### src/rtl/core/cht_queue.sv
// Two-entry queue between front and back ends.
// No dependencies.
module cht_queue #(
    parameter int W = 71
) (
    input  logic         clk,
    input  logic         rst_n,
    input  logic         s_valid,
    output logic         s_ready,
    input  logic [W-1:0] s_data,
    output logic         m_valid,
    input  logic         m_ready,
    output logic [W-1:0] m_data
);
    logic [W-1:0] mem_reg [2];
    logic         wp_reg, rp_reg;
    logic [1:0]   cnt_reg;
    logic         wr, rd;

    assign s_ready = (cnt_reg != 2'd2);
    assign m_valid = (cnt_reg != 2'd0);
    assign m_data  = mem_reg[rp_reg];
    assign wr = s_valid && s_ready;
    assign rd = m_valid && m_ready;

    always_ff @(posedge clk or negedge rst_n)
    begin
        if (!rst_n)
        begin
            wp_reg <= 1'b0; rp_reg <= 1'b0; cnt_reg <= 2'd0;
        end
        else
        begin
            if (wr) wp_reg <= ~wp_reg;
            if (rd) rp_reg <= ~rp_reg;
            cnt_reg <= cnt_reg + 2'(wr) - 2'(rd);
        end
    end

    always_ff @(posedge clk)
    begin
        if (wr) mem_reg[wp_reg] <= s_data;
    end
endmodule

### config.mk
export PLATFORM = sky130hd
export DESIGN_NAME = cht_queue
export DESIGN_NICKNAME = d
export VERILOG_FILES = /design/src/rtl/core/cht_queue.sv
export SDC_FILE = /design/constraint.sdc
export NUM_CORES = 1
export LEC_CHECK = 0
export BUFFER_PORTS_ARGS = -buffer_cell sky130_fd_sc_hd__buf_2
export CAP_MARGIN = 20
export CORE_ASPECT_RATIO = 0.8
export CORE_MARGIN = 5
export CORE_UTILIZATION = 39
export DETAILED_ROUTE_END_ITERATION = 8
export PLACE_DENSITY = 0.68
export SLEW_MARGIN = 20
export SYNTH_ARGS = -nofsm -noshare
export SYNTH_HDL_FRONTEND = slang
export SYNTH_SLANG_ARGS = --single-unit
export TNS_END_PERCENT = 20
### constraint.sdc
create_clock -name clk -period 4.3 [get_ports clk]
set_clock_uncertainty 0.05 [all_clocks]
set_input_delay 0.43 -clock clk [delete_from_list [all_inputs] [get_ports clk]]
set_output_delay 0.43 -clock clk [all_outputs]
set_load 0.01 [all_outputs]
# == After elaboration in Yosys (flattened, before gate mapping) ==
# Memories as Yosys holds them, arrays and structs flattened.
# Cells that the tools add are included.
# totals
inputBits,75
memories,1
latchBits,0
reg_bits,4
wordCells,14
out_inout_bits,73
mem_bits_rw,142
rom_bits,0
# memory_table
memory,depth,width,read_ports,rd_clocked_by_memory_dff,write_ports,line_no,source
mem_reg,2,71,1,0,1,15,logic [W-1:0] mem_reg [2];
# op_classes
n_shift,0
n_eq_ne,1
mux,2
reduce_logical,3
order_cmp,0
multipliers,0
div_mod_pow,0
n_addsub,2
n_bitwise,2
# ops
op,n
$add A2 B1 Y2,1
$logic_and A1 B1 Y1,2
$mux W1,2
$ne A2 B2 Y1 const B,1
$not A1 Y1,2
$reduce_bool A2 Y1,1
$sub A2 B1 Y2,1

# == Depth between registers and ports, before layout ==
# Gate-level depths: netlist (run 1).
# logic_depth
word_depth,4
ltp_mapped,7
ltp_nobuf,7

# == Worst setup path before layout (run 1) ==
# Ideal clock, no wire load.
# synth_path
path_kind,flip-flop to flip-flop
startpoint,register cnt_reg[1]
endpoint,memory mem_reg[0][0] (enable)
synth_period_minus_slack_ns,4.177
arrival_time_ns,3.627
setup_time_ns,0.501
path_buffers,0
slack_ns,0.123
t_required_ns,3.749
path_stages_with_launch,4
cell_sequence,dfrtp_1 > nand2b_1 > nand2_1 > nor2_1
# synth_between
elab_chain_len,4
# synth_rtl
item,line_no,source
from (decl),17,logic [1:0] cnt_reg;
from (signal assigned),36,cnt_reg <= cnt_reg + 2'(wr) - 2'(rd);
$ne A2 B2 Y1,20,assign s_ready = (cnt_reg != 2'd2);
net s_ready,9,"output logic s_ready,"
$logic_and A1 B1 Y1,23,assign wr = s_valid && s_ready;
$mux W1,42,if (wr) mem_reg[wp_reg] <= s_data;
$mux W1 (not written as such),42,
to (decl),15,
# The timed path passes the listed nets, and every way through them passes these cells.

# == Worst setup path in the final report (run 1) ==
# layout_path
startpoint,register rp_reg
endpoint,output port m_data[26]
# layout_between
elab_chain_len,1
# layout_rtl
item,line_no,source
from (decl),16,"logic wp_reg, rp_reg;"
from (signal assigned),35,if (rd) rp_reg <= ~rp_reg;
$mem_v2 Z2 W71,--,
to (decl),13,output logic [W-1:0] m_data
# Every way passes these cells.

==> results.toml, run 1 <==
[worst_setup_path]
critPathMaxStageDelay_ns = 1.13
cp-end-kind = "output pin"
slowest_stage = "dfrtp_4"
reg2reg_slack_ns = 2.38
worst-setup-path-type = "reg2out"
cp-start-kind = "register"
cp-startpoint = "rp_reg$_DFFE_PN0P_"
crit_chain = "buf_4, mux2_4, buf_2"
crit_fanout = 57
worst_ep_required_time_ns = 3.82
r2r_start = "cnt_reg[1]$_DFF_PN0_"
worstPathArrival_ns = 2.39

[global_routing]
grt_max_degree = 72
antenna_found_initial = 0
grt_pass1_vias = 2877
track_usage_pct = 11.86
grt_first_pass_wirelength_microns = 15140
overflow = 0

[cts]
clockRootBuffer = "clkbuf_16"
clkLatencyLatePin_ns = 0.41
cts_tree = "done"
clkTransAtPathRegs_ns = 0.06
clkSinkCount = 146
cts.path.max_buffers = 2
htree_levels = 4
cts_buffers = 17
post_cts_buffers = 0

[detailed_routing]
postRouteAntennaNets = 0
drc_errors = 0
viasPerCell = 4.543
drtPass1Iterations = 4
routedWlPerCell_microns = 16.55
drt-initial-drc-count = 132
num_vias = 2717
finalWirelength_microns = 9898

[logic_synthesis]
ys_ff_latch = 146
synth_top_area_cell = "edfxtp_1"
synth_top_area_share_pct = 75.17
yosysSeqAreaShare_pct = 76.93
synthesis.nets = 315
ys.flop_type = "edfxtp_1"
ys_async_sr_fraction_pct = 2.740
ys.warnings.count = 0
synth_cells = 238
synthTopCellsByArea = "edfxtp_1 75%, mux2_4 18%, buf_12 2.5%, dfrtp_1 1.8%, xnor2_1 0.46%"
syn_area_sq_um = 5673
synth_edf_count = 142
synth_cell_types = 16
avgSynthCellArea_sq_um = 23.84

[layout]
num_antenna_cells = 0
area_growth_syn_to_layout_pct = 24.70
drive_above_1_share_pct = 60.14
largest_reg_flops = 142
multi_input_area_sq_um = 1166
final-seq-area_sq_um = 4368
final_cell_mix = "147 x buf_2, 142 x edfxtp_1, 69 x mux2_4"
fin_nets = 478
fin_util_pct = 49.48
fillers = 1217
layout_commonest_cell = "buf_2"

[sta]
setup_ws_ns = 1.430
setup_tns_ns = 0
post-route-min-period_ns = 2.870
rsz0062_at_grt = "no"
layout_worst_path_cycle_share_pct = 66.73
tightest_slew_ns = 1.050
slew_violations = 0
hold_viol = 0
fmax_mhz = 348.5
setup_viol_count_final = 0
hold_ws_ns = 0.1580
relSlewSlack_pct = 30.01

[job]
maxCapViolations = 0

[die]
core_area_sq_um = 14300
start_util_pct = 39.68
ios = 148
die_h_microns = 117.9
die-area_sq_um = 17070
die_w_microns = 144.8
placementRows = 39

[placed_design]
hpwlAfterDp_microns = 6558
port_buffers = 147
preCtsSetupSlack_ns = 1.829
gp_congestion = 0.7041

[run_status]
status = "finished clean"

[pwr]
p_total_mw = 4.869
p_leak_nw = 2.831
p_per_area_nw_per_um2 = 688.3
ir_worst_vdd_uv = 365.1

[min_path]
hp-class = "in2reg"
worstHoldStart = "s_data[25]"
-- power by group --
part | internal (mW) | switching, mW | total (mW)
sequential | 1.95 | 0.224 | 2.18
combinational | 0.808 | 0.638 | 1.45
clock | 0.724 | 0.524 | 1.25
-- routing by layer --
metal	up-vias	global-route usage, %	routed length [microns]
met5	-	0	0
met2	110	18.40	4675
met1	1324	14.35	4102
met3	16	5.524	987
li1	1267	-	-
met4	0	4.545	132
-- layout make-up --
| class | count | area share (%) |
|---|---|---|
| sequential | 146 | 61.74 |
| multi-input combinational | 83 | 16.48 |
| timing repair buffer | 152 | 11.32 |
| clock buffer | 20 | 6.173 |
| tap | 184 | 3.254 |
| clock inverter | 12 | 0.9728 |
| inverter | 1 | 0.05306 |
-- what timing repair did --
item / in CTS / in global routing
setup endpoints to repair: 0 / 0
hold buffers: 1 / 0
gates resized for setup: 0 / 0
endpoints found under the hold margin: 4 / 0
-- worst paths after layout --
| check | end | depth (start not counted) |
|---|---|---|
| worst max-delay path | m_data[26] | 3 |
| worst min-delay path | mem_reg[0][25]$_DFFE_PP_ | 1 |
| worst max register to register | mem_reg[0][4]$_DFFE_PP_ | 5 |
| worst min register to register | cnt_reg[0]$_DFF_PN0_ | 1 |
| max in group asynchronous | rp_reg$_DFFE_PN0P_ | 2 |
| min in group asynchronous | rp_reg$_DFFE_PN0P_ | 2 |
-- cells by family (layout without fill, tap and decap cells) --
logic type / after synthesis / in the layout / share of synthesized area [%]
buf+inv: 9 / 185 / 2.735
simple gates: 6 / 6 / 0.6177
mux: 71 / 71 / 18.66
xor+xnor: 4 / 4 / 0.6177
flops: 146 / 146 / 76.93
fa+ha+maj: 2 / 2 / 0.4410
-- metrics by stage --
| step | area, sq um | std cells |
|---|---|---|
| 5_1_grt | 7074 | 598 |
| 2_1_floorplan | 5673 | 238 |
| 4_1_cts | 7054 | 597 |
| 6_report | 7074 | 598 |
| 3_5_place_dp | 6539 | 564 |
| 3_3_place_gp | 6539 | 564 |
-- worst max-delay path, delay by kind of cell (launching register included) --
| kind | cells | cell delay, ns |
|---|---|---|
| flip-flops | 1 | 1.13 |
| buffers and inverters | 2 | 0.50 |
| multiplexers | 1 | 0.32 |
-- synthesized netlist by cell type, types with 2 or more instances --
library cell  count
edfxtp_1        142
buf_12            7
mux2_1            2
xnor2_1           3
ha_1              2
mux2_4           69
dfrtp_1           4
(Power assumes the default switching activity.)
==> inputs of run 2 (changes only) <==
==> constraint.sdc (replaced) <==
create_clock -name clk -period 2.5 [get_ports clk]
set_clock_uncertainty 0.05 [all_clocks]
set_input_delay 0.25 -clock clk [delete_from_list [all_inputs] [get_ports clk]]
set_output_delay 0.25 -clock clk [all_outputs]
set_load 0.01 [all_outputs]
==> run 2 against run 1 <==
  * Worst hold slack worse by 0.070 ns
  * Sequential power is 63% higher
  * Cell area is 13% higher
  * Critical path type unchanged
  * Clock-buffer cell count is 2 lower
  * Global-route usage is 1.4 points higher
==> results.toml, run 2 (same netlist as run 1, synthesis figures left out) <==
[min_path]
hp-class = "in2reg"
whs_path_depth = 3
hold_end = "rp_reg$_DFFE_PN0P_"
worstHoldStart = "m_ready"

[detailed_routing]
routedWlPerCell_microns = 16.24
viasPerCell = 4.496
drtPass1Iterations = 4
met1Wirelength_microns = 4531
num_vias = 3021
finalWirelength_microns = 10910
wl_met2_microns = 5386
postRouteAntennaNets = 0
drt-initial-drc-count = 152
highest_layer = "met4"
route.met3.wl_microns = 855
drc_errors = 0

[sta]
setup_viol_count_final = 0
relSlewSlack_pct = 74.61
hold_viol = 0
tightest_slew_ns = 0.3809
hold_ws_ns = 0.08815
layout_worst_path_cycle_share_pct = 84.72
rsz0062_at_grt = "no"
post-route-min-period_ns = 2.118
slew_violations = 0
fmax_mhz = 472.2

[worst_setup_path]
reg2reg_slack_ns = 0.74
crit_fanout = 14
cp-start-kind = "register"
worstReg2RegEnd = "cnt_reg[1]$_DFF_PN0_"
cp-end-kind = "output pin"
r2r_cells = 7
worst-setup-path-type = "reg2out"
worst_ep_required_time_ns = 2.20
r2r_start = "cnt_reg[1]$_DFF_PN0_"
worstPathArrival_ns = 1.82

[layout]
layout_commonest_cell = "buf_2"
final_cell_mix = "147 x buf_2, 142 x edfxtp_1, 72 x dlygate4sd3_1"
num_antenna_cells = 0
largest_reg_flops = 142
fin_area_sq_um = 7961
drive_above_1_share_pct = 51.64
stdcell_count = 672
fillers = 1089
area_growth_syn_to_layout_pct = 40.34
fin_nets = 552

[die]
die_h_microns = 117.9
die_w_microns = 144.8
placementRows = 39
ios = 148
core_area_sq_um = 14300
die-area_sq_um = 17070
start_util_pct = 39.68

[pwr]
ir_worst_vdd_uv = 787.8
switchingPower_mw = 2.430
power_frac_seq_pct = 39.3
swShare_pct = 26.89
p_int_mw = 6.609
combPwrFrac_pct = 31.5
clockPowerShare_pct = 29.2
p_per_area_nw_per_um2 = 1135
p_leak_nw = 3.215

[placed_design]
hpwlAfterDp_microns = 6930
post_dp_cell_area_sq_um = 6619
gp_congestion = 0.6755
port_buffers = 147
dp_cells = 568

[global_routing]
track_usage_pct = 13.27
grt_max_degree = 53
overflow = 0
grt_first_pass_wirelength_microns = 16890
grt_pass1_vias = 3254
antenna_found_initial = 0

[cts]
clockRootBuffer = "clkbuf_16"
cts_tree = "done"
clkLatencyLatePin_ns = 0.41
cts.path.max_buffers = 2
cts_resized = 0
clkTransAtPathRegs_ns = 0.05
htree_levels = 4
cts_buffers = 17
clkSinkCount = 146

[job]
maxCapViolations = 0

[run_status]
status = "finished clean"
## run 2: cell types whose count changed in the layout (fill, tap and decap cells not counted), sizes merged
cell	before	now
dlygate4sd3	1	72
bufinv	0	5
buf	151	154
clkbuf	20	18
clkinvlp	4	2
clkinv	8	7
## run 2: worst max-delay path by stage
stage	endpoint	cells past startpoint	from
after global placement	m_data[53]	3	rp_reg$_DFFE_PN0P_
final	m_data[60]	3	rp_reg$_DFFE_PN0P_
after CTS	m_data[53]	3	rp_reg$_DFFE_PN0P_
after floorplan	mem_reg[1][0]$_DFFE_PP_	2	cnt_reg[1]$_DFF_PN0_
after detailed placement	cnt_reg[1]$_DFF_PN0_	7	cnt_reg[1]$_DFF_PN0_
after global routing	m_data[53]	3	rp_reg$_DFFE_PN0P_
## run 2: critical path: stages (launching register included)
cell and delay [ns]:
dfrtp_4 0.60, buf_4 0.33, mux2_4 0.33, buf_2 0.14
## run 2: final cells by class
class                      instances  area [sq um]  area share [%]
multi-input combinational         83          1166           14.65
tap                              184         230.2           2.892
inverter                           1         3.754         0.04715
sequential                       146          4368           54.86
clock buffer                      18         429.2           5.391
clock inverter                    14         192.7           2.420
timing repair buffer             226          1572           19.74
## run 2: metrics by stage
step                      TNS (ns)  power, mW  util [%]  setup WS, ns
after floorplan             -18.57      5.620         -       -0.2616
after global placement           0      6.380     46.29        0.8070
after detailed placement         0      6.431     46.29        0.7814
after CTS                        0      9.195     55.68        0.3275
after global routing             0      9.507     55.68        0.2962
final                            0      9.039     55.68        0.3821
## run 2: layer usage
| metal | GRT usage [%] | vias up |
|---|---|---|
| met5 | 0 | - |
| met1 | 15.50 | 1488 |
| met4 | 4.371 | 0 |
| met3 | 5.646 | 10 |
| li1 | - | 1417 |
| met2 | 21.92 | 106 |
## run 2: power groups by stage
stage          Clock (mW)  Sequential (mW)  Combinational [mW]
4_1_cts              2.71             3.56                2.92
5_1_grt              2.83             3.61                3.07
3_3_place_gp            0             3.58                2.80
2_1_floorplan           0             3.53                2.09
6_report             2.64             3.56                2.85
3_5_place_dp            0             3.61                2.82
## run 2: timing repair
item                                    4_1_cts  5_1_grt
hold buffers                                 72        0
endpoints found under the hold margin       146        0
setup buffers                                 0        0
endpoints found under the setup margin        0        0
==> inputs of run 3 (changes only) <==
==> constraint.sdc (replaced) <==
create_clock -name clk -period 1.9 [get_ports clk]
set_clock_uncertainty 0.05 [all_clocks]
set_input_delay 0.19 -clock clk [delete_from_list [all_inputs] [get_ports clk]]
set_output_delay 0.19 -clock clk [all_outputs]
set_load 0.01 [all_outputs]
==> run 3 against run 2 <==
  * The run now ends with setup timing left
  * Die area is the same
  * Clock-buffer cell count grew 1
  * Critical path depth grew 1
  * Combinational power grew 70%
  * Critical path type unchanged
  * Largest cell class unchanged
  * Cell count grew 1.2%
==> results.toml, run 3 (same netlist as run 1, synthesis figures left out) <==
[worst_setup_path]
crit_end = "m_data[45]"
worstReg2RegEnd = "cnt_reg[1]$_DFF_PN0_"
cp.buffers_inverters = 3
slowest_stage = "dfrtp_4"
cp-startpoint = "rp_reg$_DFFE_PN0P_"
worstPathArrival_ns = 1.67
cp_common_cell = "buf_12"
cp-end-kind = "output pin"
r2r_start = "cnt_reg[1]$_DFF_PN0_"
critPathMaxStageDelay_ns = 0.49
crit_fanout = 12
reg2reg_slack_ns = 0.17
worst-setup-path-type = "reg2out"
crit_chain = "buf_12, buf_12, mux2_4, buf_2"
worst_ep_required_time_ns = 1.66
critPathTopFamily = "flip-flops"
r2r_cells = 7
cp_num_cells = 4
cp-start-kind = "register"

[sta]
layout_worst_path_cycle_share_pct = 100.3
tightest_slew_ns = 0.2547
post-route-min-period_ns = 1.907
fmax_mhz = 524.5
slew_violations = 0
setup_tns_ns = -0.01078
setup_ws_ns = -0.006584
hold_viol = 0
setup_viol_count_final = 5
rsz0062_at_grt = "yes"
relSlewSlack_pct = 83.02

[cts]
cts_buffers = 17
clkSinkCount = 146
clkLatencyLatePin_ns = 0.41
htree_levels = 4
cts.path.max_buffers = 2
clkTransAtPathRegs_ns = 0.06
cts_tree = "done"
clockRootBuffer = "clkbuf_16"

[global_routing]
overflow = 0
grt_max_degree = 45
grt_first_pass_wirelength_microns = 17040
antenna_found_initial = 0
track_usage_pct = 13.16
grt_pass1_vias = 3370

[layout]
final_cell_mix = "142 x edfxtp_1, 100 x buf_2, 72 x dlygate4sd3_1"
fin_util_pct = 58.08
fillers = 1064
layout_commonest_cell = "edfxtp_1"
largest_reg_flops = 142
area_growth_syn_to_layout_pct = 46.38
stdcell_count = 680
fin_nets = 560
num_antenna_cells = 0
drive_above_1_share_pct = 52.62

[placed_design]
preCtsSetupSlack_ns = 0.1811
port_buffers = 147
dp_cells = 568
hpwlAfterDp_microns = 6913
gp_congestion = 0.7747

[die]
die_w_microns = 144.8
ios = 148
start_util_pct = 39.68
die-area_sq_um = 17070
core_area_sq_um = 14300
die_h_microns = 117.9
placementRows = 39

[detailed_routing]
viasPerCell = 4.481
drt-initial-drc-count = 137
num_vias = 3047
postRouteAntennaNets = 0
drc_errors = 0
drtPass1Iterations = 4
finalWirelength_microns = 11510
routedWlPerCell_microns = 16.92

[job]
maxCapViolations = 0

[pwr]
p_leak_nw = 3.334
p_total_mw = 12.30
ir_worst_vdd_uv = 858.7
p_per_area_nw_per_um2 = 1481

[run_status]
failed_checks = "setup timing"
status = "finished, violations left"

[min_path]
hp-class = "in2reg"
## run 3: worst min path at each step
stage / from / end / slack, ns / depth (start not counted)
2_1_floorplan: rst_n / cnt_reg[0]$_DFF_PN0_ / -0.16 / 0
3_3_place_gp: rst_n / cnt_reg[0]$_DFF_PN0_ / -0.05 / 1
5_1_grt: m_ready / rp_reg$_DFFE_PN0P_ / 0.03 / 3
6_report: m_ready / rp_reg$_DFFE_PN0P_ / 0.04 / 3
4_1_cts: m_ready / rp_reg$_DFFE_PN0P_ / 0.02 / 3
3_5_place_dp: rst_n / cnt_reg[0]$_DFF_PN0_ / -0.05 / 1
## run 3: stage by stage
stage / hold slack (ns) / cell area (sq um)
2_1_floorplan: -0.1556 / 5684
3_3_place_gp: -0.04933 / 6646
3_5_place_dp: -0.04580 / 6646
4_1_cts: 0.02199 / 8035
5_1_grt: 0.02934 / 8304
6_report: 0.04190 / 8304
## run 3: power by group
group	internal, mW	leakage, nW	switching (mW)
Combinational	2.80	1.74	2.05
Clock	1.63	0.234	1.20
Sequential	4.41	1.36	0.199
## run 3: area by class of cell
cell class / instances / area (sq um) / share of cell area [%]
Clock buffer: 19 / 432.9 / 5.213
Clock inverter: 13 / 71.32 / 0.8588
Inverter: 1 / 3.754 / 0.04520
Multi-Input combinational cell: 83 / 1172 / 14.12
Sequential cell: 146 / 4368 / 52.60
Tap cell: 184 / 230.2 / 2.772
Timing Repair Buffer: 234 / 2026 / 24.39
## run 3: what timing repair did
item                       CTS  global route
hold endpoints to repair   146             0
gates resized for setup     22            28
gates cloned                 1             3
hold buffers                72             0
setup buffers                1             3
setup endpoints to repair   65            43
## run 3: tightest hold or removal path, stage by stage
cell    delay, ns
buf_2        0.08
and2_4       0.13
xor2_1       0.06
## run 3: metal layers
layer | routed length (microns) | vias up | part of all wire [%] | track usage [%]
met1 | 4619 | 1499 | 40 | 14.93
met2 | 6022 | 100 | 52 | 22.35
li1 | - | 1435 | - | -
met4 | 120 | 0 | 1.0 | 5.070
met5 | 0 | - | 0 | 0
met3 | 743 | 13 | 6.5 | 4.874
