File: src/rtl/core/cht_pkg.sv
// Shared types and codes for the chained hash table.
// No dependencies.
package cht_pkg;

    localparam logic OP_PUT = 1'b0;
    localparam logic OP_GET = 1'b1;

    localparam logic [1:0] ST_OK       = 2'd0;
    localparam logic [1:0] ST_NOTFOUND = 2'd1;
    localparam logic [1:0] ST_FULL     = 2'd2;

    localparam int DIGITS = 5;   // base-100 digits of a 31-bit key

    typedef enum logic [1:0] {
        FE_IDLE,
        FE_DIGIT,
        FE_MOD,
        FE_PUSH
    } fe_state_t;

    typedef enum logic [2:0] {
        BE_IDLE,
        BE_HEAD,
        BE_READ,
        BE_CMP,
        BE_OUT
    } be_state_t;

endpackage

File: src/rtl/core/cht_front.sv
// Front end: accept requests and compute the bucket index digit by digit.
// Depends on cht_pkg.
module cht_front #(
    parameter int BUCKETS = 100,
    parameter int BW      = 7
) (
    input  logic          clk,
    input  logic          rst_n,
    input  logic          in_valid,
    output logic          in_ready,
    input  logic          in_op,
    input  logic [30:0]   in_key,
    input  logic [31:0]   in_value,
    output logic          q_valid,
    input  logic          q_ready,
    output logic [64+BW-1:0] q_data   // {bucket, value, key, op}
);
    import cht_pkg::*;

    localparam int SW = 11;   // digit sum <= 5*99

    fe_state_t  state_reg, state_next;
    logic       op_reg;
    logic [30:0] key_reg, rem_reg;
    logic [31:0] value_reg;
    logic [SW-1:0] sum_reg;
    logic [2:0]  cnt_reg;

    logic [30:0] quo;
    logic [6:0]  dig;
    logic [62:0] prod;

    // divide by 100 through the reciprocal ceil(2^37/100); the rounding error
    // stays below one unit for any 31-bit key, so the quotient is exact
    assign prod = {32'd0, rem_reg} * 63'd1374389535;
    assign quo  = 31'(prod[62:37]);
    assign dig  = 7'(rem_reg - 31'(quo * 31'd100));

    always_comb
    begin
        state_next = state_reg;
        case (state_reg)
            FE_IDLE:  if (in_valid) state_next = FE_DIGIT;
            FE_DIGIT: if (cnt_reg == 3'(DIGITS - 1)) state_next = FE_MOD;
            FE_MOD:   if (sum_reg < SW'(BUCKETS)) state_next = FE_PUSH;
            FE_PUSH:  if (q_ready) state_next = FE_IDLE;
            default:  state_next = FE_IDLE;
        endcase
    end

    always_comb
    begin
        in_ready = (state_reg == FE_IDLE);
        q_valid  = (state_reg == FE_PUSH);
        q_data   = {BW'(sum_reg), value_reg, key_reg, op_reg};
    end

    always_ff @(posedge clk or negedge rst_n)
    begin
        if (!rst_n)
            state_reg <= FE_IDLE;
        else
            state_reg <= state_next;
    end

    always_ff @(posedge clk)
    begin
        case (state_reg)
            FE_IDLE:
            begin
                op_reg <= in_op; key_reg <= in_key; rem_reg <= in_key;
                value_reg <= in_value; sum_reg <= '0; cnt_reg <= '0;
            end
            FE_DIGIT:
            begin
                sum_reg <= sum_reg + SW'(dig);
                rem_reg <= quo;
                cnt_reg <= cnt_reg + 3'd1;
            end
            FE_MOD:
                if (sum_reg >= SW'(BUCKETS)) sum_reg <= sum_reg - SW'(BUCKETS);
            default: ;
        endcase
    end
endmodule

File: config.mk
export PLATFORM = sky130hd
export DESIGN_NAME = cht_front
export DESIGN_NICKNAME = d
export VERILOG_FILES = /design/src/rtl/core/cht_pkg.sv /design/src/rtl/core/cht_front.sv
export SDC_FILE = /design/constraint.sdc
export NUM_CORES = 1
export LEC_CHECK = 0
export ABC_CLOCK_PERIOD_IN_PS = 7800
export BUFFER_PORTS_ARGS = -buffer_cell sky130_fd_sc_hd__buf_4
export CAP_MARGIN = 20
export CORE_MARGIN = 3
export CORE_UTILIZATION = 58
export DETAILED_ROUTE_END_ITERATION = 8
export PLACE_DENSITY = 0.83
export SYNTH_ARGS = -nofsm -noshare
export SYNTH_HDL_FRONTEND = slang
export SYNTH_SLANG_ARGS = --single-unit
export TNS_END_PERCENT = 1
File: constraint.sdc
create_clock -name clk -period 7.8 [get_ports clk]
set_input_delay 0.78 -clock clk [delete_from_list [all_inputs] [get_ports clk]]
set_output_delay 0.78 -clock clk [all_outputs]
set_load 0.03 [all_outputs]
=== Word-level counts from Yosys, hierarchy flattened ===
Cells that the tools add are included.

* $add $sub $neg: 4
* Multipliers: 2
* $lt $le $gt $ge: 2
* Equal/unequal tests: 9
* Muxes and demuxes: 9
* Reductions and logical operators: 5

{| class="wikitable"
|+ Operator list
! kind !! number
|-
| multiplier 31 x 31 -> 62 bit, second input constant || 1
|-
| case mux 31 bit (2 select lines) || 1
|-
| case mux 11 bit (3 select lines) || 1
|-
| multiplier 25 x 5 -> 5 bit, second input constant || 1
|-
| adder 11 x 7 -> 11 bit || 1
|-
| greater-or-equal comparator 11 x 7 -> 1 bit, second input constant || 1
|-
| less-than comparator 11 x 7 -> 1 bit, second input constant || 1
|-
| two-way mux 11 bit || 1
|-
| subtractor 11 x 7 -> 11 bit, second input constant || 1
|-
| two-way mux 2 bit || 4
|-
| != test 2 bit, second input constant || 4
|-
| case mux 2 bit (4 select lines) || 1
|-
| subtractor 7 bit || 1
|-
| case mux 3 bit (2 select lines) || 1
|-
| == test 2 bit, second input constant || 2
|-
| AND reduction 4 bit || 1
|-
| adder 3 x 1 -> 3 bit, second input constant || 1
|-
| == test 3 bit, second input constant || 1
|-
| nonzero test 3 bit || 1
|-
| == test 2 x 1 -> 1 bit, second input constant || 1
|-
| logical NOT 2 bit || 1
|-
| != test 2 x 1 -> 1 bit, second input constant || 1
|-
| AND reduction 2 bit || 1
|-
| nonzero test 2 bit || 1
|}

* Bits in registers: 111
* Output and inout bits: 73
* Word-level logic and storage cells: 38

=== Depth between registers and ports, before layout ===
Gate-level depths: netlist of the first run.

* Depth after elaboration: 5
* Gate-level depth with buffers: 39
* Depth with buffers taken out: 39

=== Worst setup path before layout of the first run ===
No wires, ideal clock.

* Kind: reg-to-reg
* From: register rem_reg[4]
* To: register sum_reg[10], data pin
* Arrival time: 8.199 ns
* Data required time: 7.541 ns
* Slack: -0.658 ns
* Stages on the path, launching flop included: 38
* Path buffers: 0
* Path through: edfxtp_1 > inv_1 > fa_1 > inv_1 > ha_1 > fa_1 > inv_1 > fa_1 > inv_1 > fa_1 > fa_1 > fa_1 > inv_1 > fa_1 > inv_1 > ha_1 > a21oi_1 > a21oi_1 > [2 not listed] > a211oi_2 > xnor2_1 > nand2_1 > and2b_2 > ha_1 > o21bai_2 > xnor2_1 > xnor2_1 > ha_1 > inv_1 > o21bai_1 > a21oi_1 > nor2b_1 > o21a_1 > nand3_1 > xnor2_1 > a22oi_1 > nor2_1

* Word-level cells in the longest chain between the ends: 5

{| class="wikitable"
|+ RTL lines
! item !! line !! text
|-
| start: declaration || cht_front.sv:24 || <nowiki>logic [30:0] key_reg, rem_reg;</nowiki>
|-
| start signal: assignment || cht_front.sv:71 || <nowiki>op_reg <= in_op; key_reg <= in_key; rem_reg <= in_key;</nowiki>
|-
| start signal: assignment || cht_front.sv:77 || <nowiki>rem_reg <= quo;</nowiki>
|-
| multiplier 31 x 31 -> 62 bit || cht_front.sv:35 || <nowiki>assign prod = {32'd0, rem_reg} * 63'd1374389535;</nowiki>
|-
| multiplier 25 x 5 -> 5 bit || cht_front.sv:37 || <nowiki>assign dig = 7'(rem_reg - 31'(quo * 31'd100));</nowiki>
|-
| subtractor 7 bit * || cht_front.sv:37 ||
|-
| adder 11 x 7 -> 11 bit * || cht_front.sv:76 || <nowiki>sum_reg <= sum_reg + SW'(dig);</nowiki>
|-
| case mux 11 bit (3 select lines) * || cht_front.sv:68 || <nowiki>case (state_reg)</nowiki>
|-
| end signal: assignment || cht_front.sv:76 ||
|-
| end signal: assignment || cht_front.sv:81 || <nowiki>if (sum_reg >= SW'(BUCKETS)) sum_reg <= sum_reg - SW'(BUCKETS);</nowiki>
|-
| end: declaration || cht_front.sv:26 || <nowiki>logic [SW-1:0] sum_reg;</nowiki>
|}

Mark *: on every way between the ends. The rest lies on a longest branch, timed or not.
A chain may end at the register's enable or synchronous reset.

=== Worst setup path in the final report of the first run ===
* From: register rem_reg[9]
* To: register sum_reg[10], data pin

* Word-level cells in the longest chain between the ends: 5

{| class="wikitable"
|+ RTL lines
! item !! line
|-
| multiplier 31 x 31 -> 62 bit || cht_front.sv:35
|-
| multiplier 25 x 5 -> 5 bit || cht_front.sv:37
|-
| subtractor 7 bit || cht_front.sv:37
|-
| adder 11 x 7 -> 11 bit || cht_front.sv:76
|-
| case mux 11 bit (3 select lines) || cht_front.sv:68
|}

No other way between the ends.

==> results of run 1 <==
cell usage after synthesis, types with 14 or more instances:
cell / instances / share of area (%)
sky130_fd_sc_hd__a21o_1: 24 / 0.88
sky130_fd_sc_hd__a21oi_1: 29 / 0.71
sky130_fd_sc_hd__edfxtp_1: 109 / 16
sky130_fd_sc_hd__fa_1: 376 / 37
sky130_fd_sc_hd__ha_1: 406 / 25
sky130_fd_sc_hd__inv_1: 569 / 10
sky130_fd_sc_hd__mux2_2: 20 / 1.1
sky130_fd_sc_hd__nand2_1: 20 / 0.37
sky130_fd_sc_hd__nand3_1: 21 / 0.51
sky130_fd_sc_hd__nor2_1: 26 / 0.48
sky130_fd_sc_hd__o21ai_0: 14 / 0.34
sky130_fd_sc_hd__xnor2_1: 33 / 1.4
what timing repair did:
action                                  4_1_cts  5_1_grt
pin swaps                                    27        9
buffers inserted                             16        2
endpoints found under the setup margin        9       10
cloned                                        0        0
gates resized for setup                      26       11
kinds of logic (layout without fill, tap and decap cells):
group / Yosys count / in the layout / share of synthesized area, %
adders and majority gates: 784 / 784 / 61.8
xor gates and xnor gates: 44 / 44 / 1.98
AOI/OAI and AO/OA: 128 / 128 / 4.81
muxes: 21 / 21 / 1.18
and+or+nand+nor: 121 / 121 / 3.07
buffers and inverters: 585 / 964 / 10.9
DFF: 111 / 111 / 16.3
cell type report:
cell class                 instances  area (sq um)
clock buffer                       9           225
clock inverter                     7          62.6
timing repair buffer             379          2890
tap                              455           569
fill                            2268         10300
inverter                         569          2140
sequential                       111          3320
multi-input combinational       1098         15100
worst reg2reg max path: cells and delay by family, from the launching register on:
kind / cells / cell delay, ps
adders and majority gates: 11 / 4630
and+or+nand+nor: 9 / 1460
AOI/OAI and AO/OA: 6 / 820
xor gates and xnor gates: 4 / 670
DFF: 1 / 560
buffers and inverters: 5 / 310
per-layer routing:
metal  vias up  share of wire [%]
met4         0                3.2
met3       132                9.9
met2       706                 49
li1       6373                  -
met5         -                  0
met1      7178                 38
worst paths after layout:
| check | endpoint | slack, ps | depth (start not counted) |
|---|---|---|---|
| worst min register to register | state_reg[0] | 590 | 1 |
| worst max-delay path | sum_reg[10] | -910 | 35 |
| max in group asynchronous | state_reg[0] | 7530 | 1 |
| min in group clk | value_reg[26] | 590 | 1 |
| worst max register to register | sum_reg[10] | -910 | 35 |
| worst min-delay path | state_reg[1] | 190 | 1 |
through the flow:
stage / setup TNS (ps) / instances
floorplan: -1220 / 1794
global placement: -4200 / 2594
detailed placement: -6170 / 2594
CTS: -3870 / 2626
global route: -7260 / 2628
finish: -5080 / 2628
==> metrics.md, run 1 <==
| Metric | Value |
|---|---|
| Weighted congestion at the end of routability-driven global placement | about 1.1 |
| Number of global-route vias before repair | between 15000 and 20000 |
| Critical path's largest stage delay | around 560 ps |
| Clock Latency Late Sink | about 380 ps |
| Top_reg_cell synth | sky130_fd_sc_hd__edfxtp_1 |
| TritonCTS Sinks | ~110 |
| Setup repair after global routing missed its margin | true |
| DP Worst Slack | -1030 ps |
| Ys async rst share | 1.80% |
| GRT met3 Usage | approximately 7.2% |
| Most common library cell in the layout ignoring fill and taps | sky130_fd_sc_hd__inv_1 |
| Netlist area before placement | 0.0204 sq mm |
| Total buffers and inverters traversed by the critical path | 5 |
| Remaining global-route overflow | 0 |
| Utilization after layout | 70.2% |
| Wire length of the first global-routing pass | 89100 um |
| Slack of the critical path | -906 ps |
| Iteration-0 DRC count of the detailed router | between 1000 and 1500 |
| Clock-pin slew on the worst setup and hold paths | ~90 ps |
| Reg2reg start | rem_reg[9] |
| Clock root buffer master | sky130_fd_sc_hd__clkbuf_16 |
| Average vias per placed instance | about 5.5 |
| Final HPWL from detailed placement | 49300 um |
| Maximum buffer depth of the clock tree | 2 |
| Syn Nets | ~2600 |
| Failing checks | setup timing |
| Warnings from Yosys | 0 |
| Cell Rows | approximately 70 |
| H-tree Lvls | 3 |
| Area Overhead vs Synth | 18.9% |
| Register area share after synthesis | 16.3% |
| Starting utilization of the core area | between 50% and 60% |
| Count of boundary I/O pins | between 100 and 150 |
| Count of flip-flops with a built-in enable after synthesis | about 110 |
| Clock Skew | 21.3 ps |
| Final worst-path cycle share | 112% |
| Layout Nets | roughly 3000 |
| GR Layer Usage met2 | between 50% and 60% |
| Number of buffers created by CTS | 9 |
| Number of max-capacitance violations reported | 0 |
| Initial antenna violation count | 0 |
| Worst slew margin | a little under a third |
| Die ar. | 0.0375 sq mm |
| Post-layout minimum cycle time | approximately 8700 ps |
| Layout cells sized above 1 | ~22% |
| Final Setup Violations | 8 |
| CP dominant cell by count | sky130_fd_sc_hd__fa_1 |
| Critical path endpoint category | flip-flop |
| Worst EP arrival | roughly 8800 ps |
| Hold crit path type | in2async |
| CTS Hold Bufs | 0 |
| Final Slew Violations | 0 |
| Remaining design rule violation count | 0 |
| Maximum achievable frequency | approximately 110 MHz |
| WL final | between 50000 and 60000 um |
| Number of standard cells after synthesis | between 1500 and 2000 |
| Met1 Use GR | between 30% and 40% |
| Pin count of the biggest net entering global routing | approximately 60 |
| Register bit total from synthesis | between 100 and 150 |
| Mean area per synthesized cell | between 10 and 15 sq um |
| Number of flip-flops under the largest register name | 32 |
| Final design instance area without fill | roughly 0.024 sq mm |
| Yosys cell types | slightly below 70 |
| Core footprint | about 0.035 sq mm |
| CTS tree | yes |
| Worst Hold Margin | around 190 ps |
| Routed len/inst | around 21 um |
| Layer carrying the most global-route usage | met2 |
| All-layer global routing usage | 30.9% |
| Run status | complete, but fails checks |
| Drt first pass iters | 5 |
| Critical path origin | rem_reg[9] |
| Placed inst area | between 0.02 and 0.025 sq mm |
| Post-DRT Antenna Nets | 0 |
| Count of port buffers added during placement | 140 |
| Hold Vio Cnt, Final | 0 |
| Antenna cell count | 0 |
| Chip width | ~190 um |
| Vertical die dimension | just under 200 um |
| Worst-Margin Slew | between 1000 and 1500 ps |
| Data required time at the worst endpoint | around 7900 ps |
| Slowest CP cell | sky130_fd_sc_hd__edfxtp_1 |
| Total number of vias | 14400 |
| Worst setup SP type | flip-flop |
| Highest-count cells in the layout ignoring fill and taps | sky130_fd_sc_hd__inv_1, sky130_fd_sc_hd__ha_1, sky130_fd_sc_hd__buf_4 |
| Worst Path Class, Setup | reg2reg |
| Cell class contributing the biggest share of worst-path delay | adder cells |
| Maximum fanout encountered on the critical timing path | 6 |
Power of run 1 is left out: the tool's default activity adds up to more than one toggle a clock period on the data nets, which glitch-free logic cannot reach.
==> inputs of run 2 (changes only) <==
- TNS_END_PERCENT: 1 -> 50
==> run 2 against run 1 <==
Effect of this change:
- the run still ends with setup timing left
- clock skew shrank 7.3 ps
- critical path type unchanged
- highest routed layer is now met5
- core utilization grew 1.2 points
- first-iteration DRC count shrank 0.96%
- critical path depth grew 3
- sequential cell count is the same
- die area is the same
- sequential share of layout area shrank 0.23 points
- final area grew 1.7%
==> metrics.md, run 2 (same netlist as run 1, synthesis figures left out) <==
| Metric | Value |
|---|---|
| Worst setup SP type | flip-flop |
| Highest-count cells in the layout ignoring fill and taps | sky130_fd_sc_hd__inv_1, sky130_fd_sc_hd__ha_1, sky130_fd_sc_hd__buf_4 |
| Maximum achievable frequency | 115 MHz (+0.55%) |
| Average vias per placed instance | 5.43 (-0.87%) |
| Reg2reg start | rem_reg[12] |
| Final Slew Violations | 0 (unchanged) |
| WL final | 56000 um (-0.17%) |
| Area used by sequential logic in the layout | 0.00332 sq mm (unchanged) |
| Placed inst area | 0.0238 sq mm (+0.34%) |
| Critical path origin | rem_reg[12] |
| All-layer global routing usage | 30.5% (-0.34 points) |
| Clock Skew | 14.0 ps (-7.32 ps) |
| Initial antenna violation count | 1 (+1) |
| CTS Hold Bufs | 0 (unchanged) |
| Final design instance area without fill | 0.0247 sq mm (+1.7%) |
| End of the worst register-to-register path | sum_reg[10] |
| Layout Nets | 3040 (+0.73%) |
| Clock-pin slew on the worst setup and hold paths | 80 ps (about the same) |
| Worst setup slack for register-to-register paths | -860 ps (+50 ps) |
| Pin count of the biggest net entering global routing | 49 (-20%) |
| Failing checks | setup timing |
| Final instance count without filler cells | 2650 (+0.84%) |
| Hold Vio Cnt, Final | 0 (unchanged) |
| Most common library cell in the layout ignoring fill and taps | sky130_fd_sc_hd__inv_1 |
| H-tree Lvls | 3 (unchanged) |
| Vertical die dimension | 194 um (unchanged) |
| Count of port buffers added during placement | 140 (unchanged) |
| Critical path's largest stage delay | 550 ps (about the same) |
| Worst slew margin | 34.2% (+2.6 points) |
| Cell class contributing the biggest share of worst-path delay | adder cells |
| Total buffers and inverters traversed by the critical path | 9 (+4) |
| Total number of vias | 14400 (-0.042%) |
| CTS tree | yes |
| Area Overhead vs Synth | 20.9% |
| Weighted congestion at the end of routability-driven global placement | 1.00 (-5.2%) |
| Hold crit path type | in2async |
| TritonCTS Sinks | 111 (unchanged) |
| Clock Latency Late Sink | 360 ps (-20 ps) |
| Starting utilization of the core area | 59.0% (unchanged) |
| Post-DRT Antenna Nets | 0 (unchanged) |
| Area of combinational cells with multiple inputs | 0.0153 sq mm (+1.1%) |
| Drt first pass iters | 5 (unchanged) |
| Clock root buffer master | sky130_fd_sc_hd__clkbuf_16 |
| Run status | complete, but fails checks |
| Layout cells sized above 1 | 24.2% (+2.4 points) |
| Chip width | 194 um (unchanged) |
| DP Cell Count | 2598 (+0.15%) |
| Number of global-route vias before repair | 16400 (-0.83%) |
| Count of boundary I/O pins | 141 (unchanged) |
| Routed len/inst | 21.1 um (-1.0%) |
| Wire length of the first global-routing pass | 88200 um (-0.98%) |
| Final worst-path cycle share | 111% (-0.60 points) |
| Cell Rows | 68 (unchanged) |
| Setup repair after global routing missed its margin | true |
| Remaining design rule violation count | 0 (unchanged) |
| Logic depth of the worst register-to-register path | 38 (+8.6%) |
| Worst-Margin Slew | 982 ps (-43.6 ps) |
| Die ar. | 0.0375 sq mm (unchanged) |
| Fill cell count | 2240 (-1.2%) |
| Critical path depth in cells | 38 (+8.6%) |
| Capture point of the critical path | sum_reg[10] |
| Maximum fanout encountered on the critical timing path | 4 (-2) |
| Iteration-0 DRC count of the detailed router | 1034 (-0.96%) |
| Number of flip-flops under the largest register name | 32 (unchanged) |
| Slack of the critical path | -859 ps (+47.1 ps) |
| Remaining global-route overflow | 0 (unchanged) |
| Antenna cell count | 0 (unchanged) |
| Final Setup Violations | 8 (unchanged) |
| Number of max-capacitance violations reported | 0 (unchanged) |
| Post-layout minimum cycle time | 8660 ps (-47.1 ps) |
| Worst Path Class, Setup | reg2reg |
| CP dominant cell by count | sky130_fd_sc_hd__fa_1 |
| Number of buffers created by CTS | 9 (unchanged) |
| Final HPWL from detailed placement | 48700 um (-1.2%) |
| Critical path endpoint category | flip-flop |
| Maximum buffer depth of the clock tree | 2 (unchanged) |
| Core footprint | 0.0346 sq mm (unchanged) |
| Data required time at the worst endpoint | 7910 ps (about the same) |
| Slowest CP cell | sky130_fd_sc_hd__edfxtp_1 |
| Worst EP arrival | 8770 ps (-50 ps) |
## run 2: cell types whose count changed in the layout (fill, tap and decap cells not counted), sizes merged
| cell | before | now |
|---|---|---|
| buf | 379 | 401 |
| clkinv | 2 | 3 |
| clkinvlp | 1 | 2 |
| inv | 573 | 571 |
## run 2: cell type report
class	instances	area share (%)
Multi-Input combinational cell	1098	61.8
Sequential cell	111	13.4
Timing Repair Buffer	401	12.7
Inverter	569	8.64
Tap cell	455	2.30
Clock buffer	9	0.911
Clock inverter	7	0.223
## run 2: through the flow
stage	utilization, %	setup slack [ps]	setup TNS (ps)	hold WS [ps]
3_3_place_gp	68.6	-845	-4670	557
2_1_floorplan	-	-402	-1220	484
3_5_place_dp	68.6	-989	-5830	565
4_1_cts	70.7	-648	-3270	183
5_1_grt	71.4	-1160	-6770	181
6_report	71.4	-859	-4580	187
## run 2: timing repair
item / in CTS / in global routing
pin swaps: 22 / 22
gates resized for setup: 53 / 26
setup endpoints to repair: 8 / 9
buffers inserted: 24 / 12
## run 2: worst min-delay path by stage
stage,startpoint,end
2_1_floorplan,rst_n,state_reg[0]
3_3_place_gp,rst_n,state_reg[0]
3_5_place_dp,rst_n,state_reg[0]
4_1_cts,rst_n,state_reg[0]
5_1_grt,rst_n,state_reg[1]
6_report,rst_n,state_reg[1]
## run 2: worst register-to-register path: cells and delay by family (launching register included)
| kind | cells | cell delay [ps] |
|---|---|---|
| AO/OA/AOI/OAI | 6 | 950 |
| XOR/XNOR | 4 | 630 |
| adder cells (fa/ha/maj) | 12 | 4650 |
| buffers and inverters | 9 | 720 |
| flip-flops | 1 | 550 |
| AND/OR/NAND/NOR | 7 | 920 |
## run 2: layer usage
metal  part of all wire, %  up-vias  GRT usage (%)
li1                      -     6418              -
met1                    39     7241           39.2
met2                    49      600           51.7
met3                   9.2      122           7.38
met4                   3.4        2           9.46
met5                 0.023        -              0
Power of run 2 is left out for the same reason.
==> inputs of run 3 (changes only) <==
- HOLD_SLACK_MARGIN: not set -> 0.1
- REMOVE_ABC_BUFFERS: not set -> 1
==> run 3 against run 2 <==
Effect of this change:
- the flow still finishes with violations (setup timing)
- sequential cell count unchanged
- clock skew increased by 1.5 ps
- non-clock buffer count increased by 3
- fmax decreased by 3.8%
- global-route usage increased by 1.4 points
- wire length increased by 14%
- die area unchanged
- clock-buffer cell count increased by 2
- critical endpoint is now sum_reg[8]
==> metrics.md, run 3 (same netlist as run 1, synthesis figures left out) <==
| Metric | Value |
|---|---|
| Slack of the critical path | -1200 ps (-345 ps) |
| Final worst-path cycle share | 115% (+4.4 points) |
| Logic depth of the worst register-to-register path | 37 (-2.6%) |
| Total number of vias | 15400 (+7.3%) |
| Count of port buffers added during placement | 140 (unchanged) |
| Data required time at the worst endpoint | 8020 ps (+110 ps) |
| Worst setup slack for register-to-register paths | -1200 ps (-340 ps) |
| Final Setup Violations | 9 (+1) |
| Critical path endpoint category | flip-flop |
| Final HPWL from detailed placement | 47700 um (-2.0%) |
| WL final | 63600 um (+14%) |
| Layout Nets | 3043 (+0.099%) |
| Post-layout minimum cycle time | 9000 ps (+345 ps) |
| Antenna cell count | 0 (unchanged) |
| All-layer global routing usage | 31.9% (+1.4 points) |
| CP dominant cell by count | sky130_fd_sc_hd__fa_1 |
| Highest-count cells in the layout ignoring fill and taps | sky130_fd_sc_hd__inv_1, sky130_fd_sc_hd__buf_4, sky130_fd_sc_hd__ha_1 |
| Vertical die dimension | 194 um (unchanged) |
| Final Slew Violations | 0 (unchanged) |
| Number of flip-flops under the largest register name | 32 (unchanged) |
| Count of boundary I/O pins | 141 (unchanged) |
| Maximum buffer depth of the clock tree | 2 (unchanged) |
| Critical path's largest stage delay | 540 ps (about the same) |
| H-tree Lvls | 3 (unchanged) |
| Area Overhead vs Synth | 22.1% |
| CTS tree | yes |
| Die ar. | 0.0375 sq mm (unchanged) |
| Wire length of the first global-routing pass | 91700 um (+3.9%) |
| Most common library cell in the layout ignoring fill and taps | sky130_fd_sc_hd__inv_1 |
| Drt first pass iters | 7 (+2) |
| Remaining design rule violation count | 0 (unchanged) |
| Initial antenna violation count | 1 (unchanged) |
| Number of max-capacitance violations reported | 0 (unchanged) |
| Setup repair after global routing missed its margin | true |
| Worst-Margin Slew | 1090 ps (+109 ps) |
| Clock root buffer master | sky130_fd_sc_hd__clkbuf_16 |
| Starting utilization of the core area | 59.0% (unchanged) |
| Clock Skew | 15.5 ps (+1.51 ps) |
| Layout cells sized above 1 | 25.2% (+1.0 points) |
| Worst Path Class, Setup | reg2reg |
| CTS Hold Bufs | 0 (unchanged) |
| Routed len/inst | 24.0 um (+14%) |
| Hold crit path type | in2async |
| Iteration-0 DRC count of the detailed router | 1423 (+38%) |
| Area used by sequential logic in the layout | 0.00332 sq mm (unchanged) |
| End of the worst register-to-register path | sum_reg[8] |
| Run status | complete, but fails checks |
| Slowest CP cell | sky130_fd_sc_hd__edfxtp_1 |
| Pin count of the biggest net entering global routing | 64 (+31%) |
| Capture point of the critical path | sum_reg[8] |
| DP Cell Count | 2591 (-0.27%) |
| Maximum achievable frequency | 111 MHz (-3.8%) |
| Worst slew margin | 27.3% (-7.0 points) |
| Hold Vio Cnt, Final | 0 (unchanged) |
| Worst setup SP type | flip-flop |
| Clock Latency Late Sink | 380 ps (+20 ps) |
| Area of combinational cells with multiple inputs | 0.0155 sq mm (+1.6%) |
| Chip width | 194 um (unchanged) |
| Reg2reg start | rem_reg[4] |
| Failing checks | setup timing |
| Core footprint | 0.0346 sq mm (unchanged) |
| Clock-pin slew on the worst setup and hold paths | 80 ps (about the same) |
| TritonCTS Sinks | 111 (unchanged) |
| Remaining global-route overflow | 0 (unchanged) |
| Average vias per placed instance | 5.81 (+7.1%) |
| Maximum fanout encountered on the critical timing path | 3 (-1) |
| Fill cell count | 2032 (-9.3%) |
| Weighted congestion at the end of routability-driven global placement | 1.00 (-0.17%) |
| Number of global-route vias before repair | 17000 (+3.9%) |
| Post-DRT Antenna Nets | 0 (unchanged) |
| Worst EP arrival | 9220 ps (+450 ps) |
| Number of buffers created by CTS | 9 (unchanged) |
| Cell Rows | 68 (unchanged) |
| Critical path origin | rem_reg[4] |
| Final instance count without filler cells | 2653 (+0.11%) |
==> run 3: worst min-delay path by stage <==
stage / startpoint / endpoint / slack [ps] / cells past startpoint
finish: rst_n / state_reg[1] / 180 / 1
global route: rst_n / state_reg[1] / 180 / 1
CTS: rst_n / state_reg[1] / 180 / 1
detailed placement: rst_n / state_reg[1] / 570 / 1
global placement: state_reg[0] / state_reg[0] / 550 / 1
floorplan: rst_n / state_reg[0] / 480 / 0
==> run 3: critical path, delay by kind of cell (launching register included) <==
kind,cells,cell delay [ps]
compound gates,6,1040
simple gates,8,1330
xor+xnor,3,690
buf+inv,9,1030
fa+ha+maj,11,4200
flops,1,540
==> run 3: metal layers <==
layer / wire [um] / global-route usage (%)
met5: 8 / 0
met4: 5030 / 15.2
met3: 7030 / 8.27
met2: 29600 / 53.3
met1: 22000 / 39.0
==> run 3: timing repair <==
| action | 4_1_cts | 5_1_grt |
|---|---|---|
| endpoints found under the setup margin | 8 | 14 |
| pin swaps | 53 | 51 |
| resized for setup | 67 | 56 |
| setup buffers | 28 | 17 |
==> run 3: cell type report <==
cell class / instances / share of cell area [%]
Multi-Input combinational cell: 1098 / 62.1
Inverter: 569 / 8.56
Clock buffer: 11 / 0.933
Clock inverter: 5 / 0.160
Sequential cell: 111 / 13.3
Tap cell: 455 / 2.28
Timing Repair Buffer: 404 / 12.6
==> run 3: through the flow <==
step	setup TNS, ps	hold WS [ps]	area [sq um]	util (%)	worst slack, ps
6_report	-7650	184	25000	72.1	-1200
3_3_place_gp	-4700	551	23600	68.2	-927
3_5_place_dp	-5580	567	23600	68.2	-1060
2_1_floorplan	-2670	484	20300	-	-661
4_1_cts	-3610	179	24500	70.8	-706
5_1_grt	-9510	177	25000	72.1	-1420
Power of run 3 is left out for the same reason.
